`src/hw/rtl/iepm_pkg.sv`:
```
`timescale 1ns / 1ps

package iepm_pkg;

    localparam int PAGE_BYTES_DEF   = 32;
    localparam int POINTER_BITS_DEF = 16;

    localparam int OP_W      = 2;
    localparam int IDX_W     = 5;
    localparam int BYTE_W    = 8;
    localparam int BIT_CNT_W = 4;
    localparam int BYTE_CNT_W = 6;
    localparam int STEP_W    = 9;
    localparam int CFG_IDX_W = 1;
    localparam int CFG_DATA_W = 9;

    localparam logic [BYTE_W-1:0] DEVICE_CODE_RST = 8'hA0;
    localparam logic [STEP_W-1:0] PAGE_STEP_RST   = 9'h020;

    typedef enum logic [CFG_IDX_W-1:0] {
        CFG_DEVICE_CODE = 1'd0,
        CFG_PAGE_STEP   = 1'd1
    } cfg_reg_t;

    typedef enum logic [OP_W-1:0] {
        OP_TICK  = 2'd0,
        OP_LOAD  = 2'd1,
        OP_WRITE = 2'd2,
        OP_READ  = 2'd3
    } op_t;

    typedef enum logic [3:0] {
        PH_IDLE      = 4'd0,
        PH_START     = 4'd1,
        PH_CTRLW     = 4'd2,
        PH_ACK_CTRLW = 4'd3,
        PH_ADDRH     = 4'd4,
        PH_ACK_ADDRH = 4'd5,
        PH_ADDRL     = 4'd6,
        PH_ACK_ADDRL = 4'd7,
        PH_WDATA     = 4'd8,
        PH_ACK_WDATA = 4'd9,
        PH_RSTART    = 4'd10,
        PH_CTRLR     = 4'd11,
        PH_ACK_CTRLR = 4'd12,
        PH_RDATA     = 4'd13,
        PH_MACK      = 4'd14,
        PH_STOP      = 4'd15
    } phase_t;

    typedef struct packed {
        logic              scl_level;
        logic              sda_level;
        logic              sda_released;
        logic              busy_res;
        logic              read_valid;
        logic [BYTE_W-1:0] read_data;
        logic              read_last;
    } out_word_t;

    function automatic logic [BIT_CNT_W:0] phase_ticks(input phase_t ph);
        logic [BIT_CNT_W:0] n;
        unique case (ph)
            PH_START, PH_RSTART, PH_STOP: n = 5'd3;
            PH_CTRLW, PH_ADDRH, PH_ADDRL, PH_WDATA, PH_CTRLR, PH_RDATA: n = 5'd16;
            default: n = 5'd2;
        endcase
        return n;
    endfunction

endpackage

```
`src/hw/rtl/iepm_if.sv`:
```
`timescale 1ns / 1ps

interface iepm_in_if;
    logic                            valid;
    logic                            ready;
    logic [iepm_pkg::OP_W-1:0]       operation;
    logic [iepm_pkg::IDX_W-1:0]      buffer_index;
    logic [iepm_pkg::BYTE_W-1:0]     load_value;
    logic                            sda_in;

    modport source (output valid, output operation, output buffer_index,
                    output load_value, output sda_in, input ready);
    modport sink (input valid, input operation, input buffer_index,
                  input load_value, input sda_in, output ready);
endinterface

interface iepm_out_if;
    logic                            valid;
    logic                            ready;
    logic                            scl_level;
    logic                            sda_level;
    logic                            sda_released;
    logic                            busy_res;
    logic                            read_valid;
    logic [iepm_pkg::BYTE_W-1:0]     read_data;
    logic                            read_last;

    modport source (output valid, output scl_level, output sda_level,
                    output sda_released, output busy_res, output read_valid,
                    output read_data, output read_last, input ready);
    modport sink (input valid, input scl_level, input sda_level,
                  input sda_released, input busy_res, input read_valid,
                  input read_data, input read_last, output ready);
endinterface

```
`src/hw/rtl/iepm_page_buf.sv`:
```
`timescale 1ns / 1ps

module iepm_page_buf #(
    parameter int DEPTH = iepm_pkg::PAGE_BYTES_DEF,
    parameter int AW    = (DEPTH > 1) ? $clog2(DEPTH) : 1
) (
    input  logic                          clk,
    input  logic                          we,
    input  logic [AW-1:0]                 waddr,
    input  logic [iepm_pkg::BYTE_W-1:0]   wdata,
    input  logic [AW-1:0]                 raddr,
    output logic [iepm_pkg::BYTE_W-1:0]   rdata
);

    logic [iepm_pkg::BYTE_W-1:0] mem [2**AW];
    logic [iepm_pkg::BYTE_W-1:0] rdata_reg;

    always_ff @(posedge clk)
    begin
        if (we)
        begin
            mem[waddr] <= wdata;
        end
        rdata_reg <= mem[raddr];
    end

    assign rdata = rdata_reg;

endmodule

```
`src/hw/rtl/i2c_eeprom_page_master.sv`:
```
`timescale 1ns / 1ps

// Bit-level I2C master for EEPROM page writes and page reads. Every input word is one
// half-bit tick and yields exactly one result word, valid the cycle after the word is
// accepted. The result sits in an output register; a new word is taken in the same cycle
// the previous result leaves, so one word per cycle is sustained while the result side is
// ready, and a result that waits holds off the input. Commands (buffer load, page write,
// page read) are honored only while idle. Buffered page bytes sit in a synchronous RAM
// with one write and one read port; the next data byte is read during the two-tick ack
// slot ahead of it, and the first byte comes from slot zero while the address goes out.
// After the stop, the read or write pointer, whichever the operation used, advances by page_step.
module i2c_eeprom_page_master #(
    parameter int PAGE_BYTES   = iepm_pkg::PAGE_BYTES_DEF,
    parameter int POINTER_BITS = iepm_pkg::POINTER_BITS_DEF
) (
    input  logic                              clk,
    input  logic                              rst_n,
    input  logic                              cfg_we,
    input  logic [iepm_pkg::CFG_IDX_W-1:0]    cfg_index,
    input  logic [iepm_pkg::CFG_DATA_W-1:0]   cfg_data,
    iepm_in_if.sink                           item,
    iepm_out_if.source                        result
);

    localparam int AW = (PAGE_BYTES > 1) ? $clog2(PAGE_BYTES) : 1;
    localparam int EW = ((AW > iepm_pkg::IDX_W) ? AW : iepm_pkg::IDX_W) + 1;
    localparam logic [iepm_pkg::BYTE_CNT_W:0] PAGE_LIM = (iepm_pkg::BYTE_CNT_W + 1)'(PAGE_BYTES);

    logic [iepm_pkg::BYTE_W-1:0]     device_code_reg;
    logic [iepm_pkg::STEP_W-1:0]     page_step_reg;

    iepm_pkg::phase_t                phase_reg, phase_next;
    logic [iepm_pkg::BIT_CNT_W-1:0]  bit_reg, bit_next;
    logic [iepm_pkg::BYTE_CNT_W-1:0] byte_reg, byte_next;
    logic [iepm_pkg::BYTE_W-1:0]     shift_reg, shift_next;
    logic [POINTER_BITS-1:0]         wptr_reg, wptr_next;
    logic [POINTER_BITS-1:0]         rptr_reg, rptr_next;
    logic                            is_read_reg, is_read_next;

    iepm_pkg::out_word_t             out_reg, out_next;
    logic                            out_valid_reg, out_valid_next;

    logic                            fire;
    logic                            mem_we;
    logic [EW-1:0]                   idx_ext;
    logic [AW-1:0]                   mem_raddr;
    logic [iepm_pkg::BYTE_CNT_W-1:0] byte_inc;
    logic [iepm_pkg::BYTE_W-1:0]     mem_rdata;

    assign item.ready = !out_valid_reg || result.ready;
    assign fire       = item.valid && item.ready;
    assign idx_ext    = EW'(item.buffer_index);
    assign byte_inc   = byte_reg + 1'b1;
    assign mem_we     = fire && (phase_reg == iepm_pkg::PH_IDLE)
                        && (item.operation == iepm_pkg::OP_LOAD)
                        && (idx_ext < EW'(PAGE_BYTES));

    // prefetch the next byte to send while in the ack slot
    assign mem_raddr  = (phase_reg == iepm_pkg::PH_ACK_WDATA) ? byte_inc[AW-1:0] : '0;

    iepm_page_buf #(
        .DEPTH (PAGE_BYTES),
        .AW    (AW)
    ) u_page_buf (
        .clk   (clk),
        .we    (mem_we),
        .waddr (idx_ext[AW-1:0]),
        .wdata (item.load_value),
        .raddr (mem_raddr),
        .rdata (mem_rdata)
    );

    always_ff @(posedge clk or negedge rst_n)
    begin
        if (!rst_n)
        begin
            device_code_reg <= iepm_pkg::DEVICE_CODE_RST;
            page_step_reg   <= iepm_pkg::PAGE_STEP_RST;
        end
        else if (cfg_we)
        begin
            unique case (cfg_index)
                iepm_pkg::CFG_DEVICE_CODE: device_code_reg <= cfg_data[iepm_pkg::BYTE_W-1:0];
                iepm_pkg::CFG_PAGE_STEP:   page_step_reg   <= cfg_data;
                default: ;
            endcase
        end
    end

    always_ff @(posedge clk or negedge rst_n)
    begin
        if (!rst_n)
        begin
            phase_reg     <= iepm_pkg::PH_IDLE;
            bit_reg       <= '0;
            byte_reg      <= '0;
            shift_reg     <= '0;
            wptr_reg      <= '0;
            rptr_reg      <= '0;
            is_read_reg   <= 1'b0;
            out_valid_reg <= 1'b0;
        end
        else
        begin
            phase_reg     <= phase_next;
            bit_reg       <= bit_next;
            byte_reg      <= byte_next;
            shift_reg     <= shift_next;
            wptr_reg      <= wptr_next;
            rptr_reg      <= rptr_next;
            is_read_reg   <= is_read_next;
            out_valid_reg <= out_valid_next;
        end
    end

    always_ff @(posedge clk)
    begin
        if (fire)
        begin
            out_reg <= out_next;
        end
    end

    always_comb
    begin
        iepm_pkg::phase_t                ph;
        logic [iepm_pkg::BIT_CNT_W-1:0]  t;
        logic [iepm_pkg::BYTE_CNT_W-1:0] bc;
        logic [iepm_pkg::BYTE_W-1:0]     sr;
        logic                            rd;
        logic [iepm_pkg::BYTE_CNT_W:0]   bc_plus;
        logic                            last_byte;
        logic [15:0]                     ptr16;
        logic [POINTER_BITS-1:0]         wp;
        logic [POINTER_BITS-1:0]         rp;
        iepm_pkg::phase_t                enter;
        logic                            do_enter;

        ph       = phase_reg;
        t        = bit_reg;
        bc       = byte_reg;
        sr       = shift_reg;
        rd       = is_read_reg;
        wp       = wptr_reg;
        rp       = rptr_reg;
        enter    = iepm_pkg::PH_IDLE;
        do_enter = 1'b0;
        out_next = '{scl_level: 1'b1, sda_level: 1'b1, sda_released: 1'b0,
                     busy_res: 1'b1, read_valid: 1'b0, read_data: '0, read_last: 1'b0};

        if (ph == iepm_pkg::PH_IDLE)
        begin
            case (item.operation) inside
                iepm_pkg::OP_WRITE, iepm_pkg::OP_READ:
                begin
                    rd = (item.operation == iepm_pkg::OP_READ);
                    bc = '0;
                    ph = iepm_pkg::PH_START;
                    t  = '0;
                end
                default: ;
            endcase
        end

        bc_plus   = {1'b0, bc} + 1'b1;
        last_byte = (bc_plus >= PAGE_LIM);

        unique case (ph)
            iepm_pkg::PH_IDLE:
                out_next.busy_res = 1'b0;
            iepm_pkg::PH_START, iepm_pkg::PH_RSTART:
            begin
                out_next.scl_level = (t != 0);
                out_next.sda_level = (t != 2);
            end
            iepm_pkg::PH_STOP:
            begin
                out_next.scl_level = (t != 0);
                out_next.sda_level = (t == 2);
            end
            iepm_pkg::PH_CTRLW, iepm_pkg::PH_ADDRH, iepm_pkg::PH_ADDRL,
            iepm_pkg::PH_WDATA, iepm_pkg::PH_CTRLR:
            begin
                out_next.scl_level = t[0];
                out_next.sda_level = sr[iepm_pkg::BYTE_W-1];
                if (t[0])
                begin
                    sr = {sr[iepm_pkg::BYTE_W-2:0], 1'b0};
                end
            end
            iepm_pkg::PH_RDATA:
            begin
                out_next.scl_level    = t[0];
                out_next.sda_released = 1'b1;
                if (t[0])
                begin
                    sr = {sr[iepm_pkg::BYTE_W-2:0], item.sda_in};
                end
                if (t == '1)
                begin
                    out_next.read_valid = 1'b1;
                    out_next.read_data  = sr;
                    out_next.read_last  = last_byte;
                end
            end
            iepm_pkg::PH_MACK:
            begin
                out_next.scl_level    = t[0];
                out_next.sda_released = last_byte;
                out_next.sda_level    = last_byte;
            end
            default:
            begin
                out_next.scl_level    = t[0];
                out_next.sda_released = 1'b1;
            end
        endcase

        if (ph != iepm_pkg::PH_IDLE)
        begin
            if (({1'b0, t} + 1'b1) < iepm_pkg::phase_ticks(ph))
            begin
                t = t + 1'b1;
            end
            else
            begin
                do_enter = 1'b1;
                unique case (ph)
                    iepm_pkg::PH_START:     enter = iepm_pkg::PH_CTRLW;
                    iepm_pkg::PH_CTRLW:     enter = iepm_pkg::PH_ACK_CTRLW;
                    iepm_pkg::PH_ACK_CTRLW: enter = iepm_pkg::PH_ADDRH;
                    iepm_pkg::PH_ADDRH:     enter = iepm_pkg::PH_ACK_ADDRH;
                    iepm_pkg::PH_ACK_ADDRH: enter = iepm_pkg::PH_ADDRL;
                    iepm_pkg::PH_ADDRL:     enter = iepm_pkg::PH_ACK_ADDRL;
                    iepm_pkg::PH_ACK_ADDRL:
                    begin
                        bc    = '0;
                        enter = rd ? iepm_pkg::PH_RSTART : iepm_pkg::PH_WDATA;
                    end
                    iepm_pkg::PH_WDATA:     enter = iepm_pkg::PH_ACK_WDATA;
                    iepm_pkg::PH_RSTART:    enter = iepm_pkg::PH_CTRLR;
                    iepm_pkg::PH_CTRLR:     enter = iepm_pkg::PH_ACK_CTRLR;
                    iepm_pkg::PH_ACK_CTRLR:
                    begin
                        bc    = '0;
                        enter = iepm_pkg::PH_RDATA;
                    end
                    iepm_pkg::PH_RDATA:     enter = iepm_pkg::PH_MACK;
                    iepm_pkg::PH_ACK_WDATA, iepm_pkg::PH_MACK:
                    begin
                        bc = bc_plus[iepm_pkg::BYTE_CNT_W-1:0];
                        if (last_byte || bc == '0)
                        begin
                            enter = iepm_pkg::PH_STOP;
                        end
                        else if (ph == iepm_pkg::PH_MACK)
                        begin
                            enter = iepm_pkg::PH_RDATA;
                        end
                        else
                        begin
                            enter = iepm_pkg::PH_WDATA;
                        end
                    end
                    iepm_pkg::PH_STOP:
                    begin
                        if (rd)
                        begin
                            rp = rp + POINTER_BITS'(page_step_reg);
                        end
                        else
                        begin
                            wp = wp + POINTER_BITS'(page_step_reg);
                        end
                        bc    = '0;
                        enter = iepm_pkg::PH_IDLE;
                    end
                    default: enter = iepm_pkg::PH_IDLE;
                endcase
            end
        end

        ptr16 = rd ? 16'(rptr_reg) : 16'(wptr_reg);
        if (do_enter)
        begin
            ph = enter;
            t  = '0;
            unique case (enter)
                iepm_pkg::PH_CTRLW: sr = {device_code_reg[iepm_pkg::BYTE_W-1:1], 1'b0};
                iepm_pkg::PH_CTRLR: sr = {device_code_reg[iepm_pkg::BYTE_W-1:1], 1'b1};
                iepm_pkg::PH_ADDRH: sr = ptr16[15:8];
                iepm_pkg::PH_ADDRL: sr = ptr16[7:0];
                iepm_pkg::PH_WDATA: sr = mem_rdata;
                iepm_pkg::PH_RDATA: sr = '0;
                default: ;
            endcase
        end

        phase_next   = phase_reg;
        bit_next     = bit_reg;
        byte_next    = byte_reg;
        shift_next   = shift_reg;
        wptr_next    = wptr_reg;
        rptr_next    = rptr_reg;
        is_read_next = is_read_reg;
        if (fire)
        begin
            phase_next   = ph;
            bit_next     = t;
            byte_next    = bc;
            shift_next   = sr;
            wptr_next    = wp;
            rptr_next    = rp;
            is_read_next = rd;
        end

        if (fire)
        begin
            out_valid_next = 1'b1;
        end
        else if (result.ready)
        begin
            out_valid_next = 1'b0;
        end
        else
        begin
            out_valid_next = out_valid_reg;
        end
    end

    assign result.valid        = out_valid_reg;
    assign result.scl_level    = out_reg.scl_level;
    assign result.sda_level    = out_reg.sda_level;
    assign result.sda_released = out_reg.sda_released;
    assign result.busy_res     = out_reg.busy_res;
    assign result.read_valid   = out_reg.read_valid;
    assign result.read_data    = out_reg.read_data;
    assign result.read_last    = out_reg.read_last;

endmodule
```
`src/flat_wrapper.sv`:
```
// flat-port wrapper written by rule: the top's interface ports become plain ports
module i2c_eeprom_page_master_flat 
#(
    parameter int PAGE_BYTES   = iepm_pkg::PAGE_BYTES_DEF,
    parameter int POINTER_BITS = iepm_pkg::POINTER_BITS_DEF
)
  (clk, rst_n, cfg_we, cfg_index, cfg_data, item_valid, item_operation, item_buffer_index, item_load_value, item_sda_in, item_ready, result_valid, result_scl_level, result_sda_level, result_sda_released, result_busy_res, result_read_valid, result_read_data, result_read_last, result_ready);
  iepm_in_if item_i ();
  iepm_out_if result_i ();
  input  logic clk;
  input  logic rst_n;
  input  logic cfg_we;
  input  logic [iepm_pkg::CFG_IDX_W-1:0] cfg_index;
  input  logic [iepm_pkg::CFG_DATA_W-1:0] cfg_data;
  input wire logic [$bits(item_i.valid)-1:0] item_valid;
  input wire logic [$bits(item_i.operation)-1:0] item_operation;
  input wire logic [$bits(item_i.buffer_index)-1:0] item_buffer_index;
  input wire logic [$bits(item_i.load_value)-1:0] item_load_value;
  input wire logic [$bits(item_i.sda_in)-1:0] item_sda_in;
  output wire logic [$bits(item_i.ready)-1:0] item_ready;
  output wire logic [$bits(result_i.valid)-1:0] result_valid;
  output wire logic [$bits(result_i.scl_level)-1:0] result_scl_level;
  output wire logic [$bits(result_i.sda_level)-1:0] result_sda_level;
  output wire logic [$bits(result_i.sda_released)-1:0] result_sda_released;
  output wire logic [$bits(result_i.busy_res)-1:0] result_busy_res;
  output wire logic [$bits(result_i.read_valid)-1:0] result_read_valid;
  output wire logic [$bits(result_i.read_data)-1:0] result_read_data;
  output wire logic [$bits(result_i.read_last)-1:0] result_read_last;
  input wire logic [$bits(result_i.ready)-1:0] result_ready;
  assign item_i.valid = item_valid;
  assign item_i.operation = item_operation;
  assign item_i.buffer_index = item_buffer_index;
  assign item_i.load_value = item_load_value;
  assign item_i.sda_in = item_sda_in;
  assign item_ready = item_i.ready;
  assign result_valid = result_i.valid;
  assign result_scl_level = result_i.scl_level;
  assign result_sda_level = result_i.sda_level;
  assign result_sda_released = result_i.sda_released;
  assign result_busy_res = result_i.busy_res;
  assign result_read_valid = result_i.read_valid;
  assign result_read_data = result_i.read_data;
  assign result_read_last = result_i.read_last;
  assign result_i.ready = result_ready;
  i2c_eeprom_page_master #(.PAGE_BYTES(PAGE_BYTES), .POINTER_BITS(POINTER_BITS)) u_core (.clk(clk), .rst_n(rst_n), .cfg_we(cfg_we), .cfg_index(cfg_index), .cfg_data(cfg_data), .item(item_i), .result(result_i));
endmodule
```
`config.mk`:
```
export PLATFORM = sky130hd
export DESIGN_NAME = i2c_eeprom_page_master_flat
export DESIGN_NICKNAME = d
export VERILOG_FILES = /design/src/hw/rtl/iepm_pkg.sv /design/src/hw/rtl/iepm_if.sv /design/src/hw/rtl/iepm_page_buf.sv /design/src/hw/rtl/i2c_eeprom_page_master.sv /design/src/flat_wrapper.sv
export SDC_FILE = /design/constraint.sdc
export NUM_CORES = 1
export LEC_CHECK = 0
export BUFFER_PORTS_ARGS = -buffer_cell sky130_fd_sc_hd__buf_4
export CAP_MARGIN = 15
export CORE_ASPECT_RATIO = 2
export CORE_UTILIZATION = 50
export DETAILED_ROUTE_END_ITERATION = 8
export GPL_TIMING_DRIVEN = 0
export PLACE_DENSITY_LB_ADDON = 0.12
export SYNTH_ARGS = -nofsm -noshare
export SYNTH_HDL_FRONTEND = slang
export SYNTH_HIERARCHICAL = 1
export SYNTH_SLANG_ARGS = --single-unit
```
`constraint.sdc`:
```
create_clock -name clk -period 5.1 [get_ports clk]
set_input_delay 0 -clock clk [delete_from_list [all_inputs] [get_ports clk]]
set_output_delay 0 -clock clk [all_outputs]
set_load 0.005 [all_outputs]
```
==> impl_metrics.ini <==
[clock_tree]
cts_inserted_buffers = 31
insertion_delay_ns = 0.58
tritoncts_num_sinks = 350
htreeDepth = 1
cts_setup_buffers = 0
cts_tree = built
clockBufferDepth = 3
cts.reportedPaths.clkPinSlew_ns = 0.07
buffer_cell_driving_the_clock_tree_root = clkbuf_16

[synthesis]
synth_top_area_share_pct = 52.5
synth_top_area_cell = edfxtp_1
postSynthCellCount = 976
syn_avg_cell_area_um2 = 15.8
synth-edff-count = 270
synth.yosys.seq_area_share_pct = 65.3
async_flop_share_pct = 20.6
synthTopCellsByArea = edfxtp_1, mux4_2, dfrtp_1
postSynthNetCount = 1034
ys_dominant_reg_cell = edfxtp_1
yosysMostFrequentCell = edfxtp_1
netlist_area_um2 = 15400
yosysWarnings = 6
synth_cell_type_count = 66
synth.ff_latch_count = 350
synth_top_cells_by_count = edfxtp_1, mux4_2, nor2_1

[timing]
rsz_0062_raised_after_global_routing = false
final_hold_violation_count = 0
final_min_period_over_clock_period_pct = 90.7
fmaxAchievable_mhz = 216
finalSetupViolations = 0
layout_min_cycle_time_ns = 4.62
fin_skew_ns = 0.0178
report.final.slew_viol_count = 0
relSlewSlack_pct = 35.5
worst_pin_slew_ns = 0.968
fin_tns_setup_ns = 0

[critical_path]
setup.worst_path.start_class = flop
critPathKind = reg2reg
regToRegStartpoint = u_core/phase_reg[0]
crit_path_required_time_ns = 5.56
cp.arrival_ns = 5.09
crit_path_max_fanout = 10
crit_path_end_kind = flop
r2r_setup_slk_ns = 0.48
worst_r2r_path_depth = 18
r2r_end = u_core/rptr_reg[11]

[die]
die_area_um2 = 31600
initial_core_util_pct = 50.9
fp.dieW_um = 126
coreArea_um2 = 30300
ios = 47
die-height_um = 250
placementRows = 90

[route]
drt_iter0_markers = 653
drtAntennaViolNets = 0
routed_via_density = 5.91
route.detailed.drc = 0
wl_per_cell_um = 24.0
drt-total-wl_um = 35300
routed-via-count = 8683
drt_pass1_iterations = 5

[placement]
port_buffers = 46
finalWeightedCongestion = 0.908
detailed_place_hpwl_um = 25200

[min_path]
min_delay_path_depth = 4
worst_hold_path_type = in2reg
min-delay-start = cfg_index
hold_end = u_core/device_code_reg[4]

[pwr]
power_leakage_uw = 0.00619
max-vdd-ir-drop_uv = 335
power.density_nw_per_um2 = 516

[grt]
grt_overflow = 0
busiest_layer = met2
met1_usage_pct = 22.9
first_global_vias = 8939
grtUsageMet2_pct = 44.9
groute.usage.overall_pct = 23.1
pin_count_of_the_biggest_net_entering_global_routing = 73
first_pass_grt_wire_length_um = 53000
globalRouteMet3Util_pct = 2.46
grt_antenna_before_repair = 0

[run]
max-cap-violations = 0

[final_layout]
post-route-util_pct = 57.8
synthToLayoutAreaGrowth_pct = 13.4
antenna_cells_inserted = 0
largest_register_ffs = 256
finalNetCount = 1135
proportion_of_layout_cells_with_a_drive_suffix_above_1_pct = 22.8

[status]
outcome = complete, no violations
[power breakdown]
group	internal (uW)	leakage [uW]	switching, uW
registers	3230	0.00342	116
clock network	1330	0.000488	1050
logic	1530	0.00228	1790
total	6080	0.00619	2960
[stage by stage]
stage	cells	hold WS (ns)	power [uW]	setup WS, ns	instance area (um^2)
after floorplan	976	-0.296	5710	1.51	15400
after global placement	1390	0.203	6680	0.318	16200
after detailed placement	1390	0.205	6730	0.257	16200
after CTS	1470	0.0325	9130	0.249	17500
after global routing	1470	0.0702	9420	0.155	17500
final	1470	0.0603	9030	0.476	17500
[how the worst max path moves through the flow]
stage,slack (ns),to,cells after the start,start
finish,0.48,u_core/rptr_reg[11],18,u_core/phase_reg[0]
global route,0.16,u_core/shift_reg[6],17,u_core/phase_reg[0]
CTS,0.25,u_core/byte_reg[3],18,u_core/phase_reg[2]
detailed placement,0.26,u_core/byte_reg[3],18,u_core/phase_reg[2]
global placement,0.32,u_core/byte_reg[3],18,u_core/phase_reg[2]
floorplan,1.51,u_core/rptr_reg[13],18,u_core/phase_reg[0]
[routing by layer]
metal / vias to the layer above / share of wire, %
met5: - / 0
met4: 0 / 6.5
met3: 86 / 3.2
met2: 237 / 57
met1: 4355 / 33
li1: 4005 / -
[logic make-up after synthesis]
| group | count (synthesis) | synth area share [%] |
|---|---|---|
| mux | 134 | 15.5 |
| buf+inv | 63 | 1.85 |
| xor+xnor | 35 | 1.99 |
| compound gates | 130 | 5.64 |
| simple gates | 237 | 7.45 |
| flops | 350 | 65.3 |
| fa+ha+maj | 27 | 2.29 |
[worst max-delay path: stages (launching register included)]
cell and delay (ns):
dfrtp_1 0.35, clkbuf_1 0.38, inv_1 0.25, nand3_2 0.25, nand2_1 0.16, inv_1 0.10, clkbuf_1 0.41, ha_1 0.29
o211a_1 0.19, and2_1 0.24, ha_1 0.24, nor2_1 0.06, o21ai_0 0.13, o221ai_2 0.15, buf_6 0.21, nor3_4 0.48
a21boi_4 0.32, nand3_1 0.13, xnor2_1 0.14
[timing repair]
item	4_1_cts	5_1_grt
hold buffers	22	0
hold endpoints to repair	349	0
endpoints found under the setup margin	0	14
gates resized for setup	0	2
[placed cells by master, fill, tap and decap left out, types with 4 or more instances in the layout]
| master | n |
|---|---|
| buf_2 | 6 |
| mux4_2 | 80 |
| buf_1 | 8 |
| clkbuf_16 | 31 |
| edfxtp_1 | 270 |
| a221oi_1 | 7 |
| clkinv_1 | 5 |
| ha_1 | 25 |
| a21oi_1 | 30 |
| dlygate4sd3_1 | 22 |
| clkinv_2 | 4 |
| inv_1 | 22 |
| dfxtp_1 | 8 |
| and3_1 | 6 |
| o31ai_1 | 6 |
| xor2_1 | 13 |
| mux2_2 | 36 |
| nor3_1 | 7 |
| o21ai_0 | 30 |
| nand3_1 | 20 |
| nand2b_1 | 9 |
| o22ai_1 | 17 |
| and2_1 | 5 |
| buf_4 | 53 |
| clkbuf_1 | 21 |
| nand4_1 | 5 |
| xnor2_1 | 22 |
| nand2_1 | 70 |
| a21boi_0 | 4 |
| clkinvlp_4 | 6 |
| dfrtp_1 | 69 |
| nand3b_1 | 10 |
| nor2b_1 | 5 |
| mux2i_1 | 17 |
| or3_1 | 4 |
| bufinv_16 | 4 |
| nor2_1 | 80 |
[area by class of cell]
class / instances / area [um^2]
Buffer: 41 / 203
Clock buffer: 34 / 787
Clock inverter: 24 / 248
Fill cell: 2370 / 12800
Inverter: 22 / 82.6
Multi-Input combinational cell: 563 / 5080
Sequential cell: 350 / 10100
Tap cell: 368 / 460
Timing Repair Buffer: 68 / 566
No activity file was read; power rests on OpenSTA's default activity.
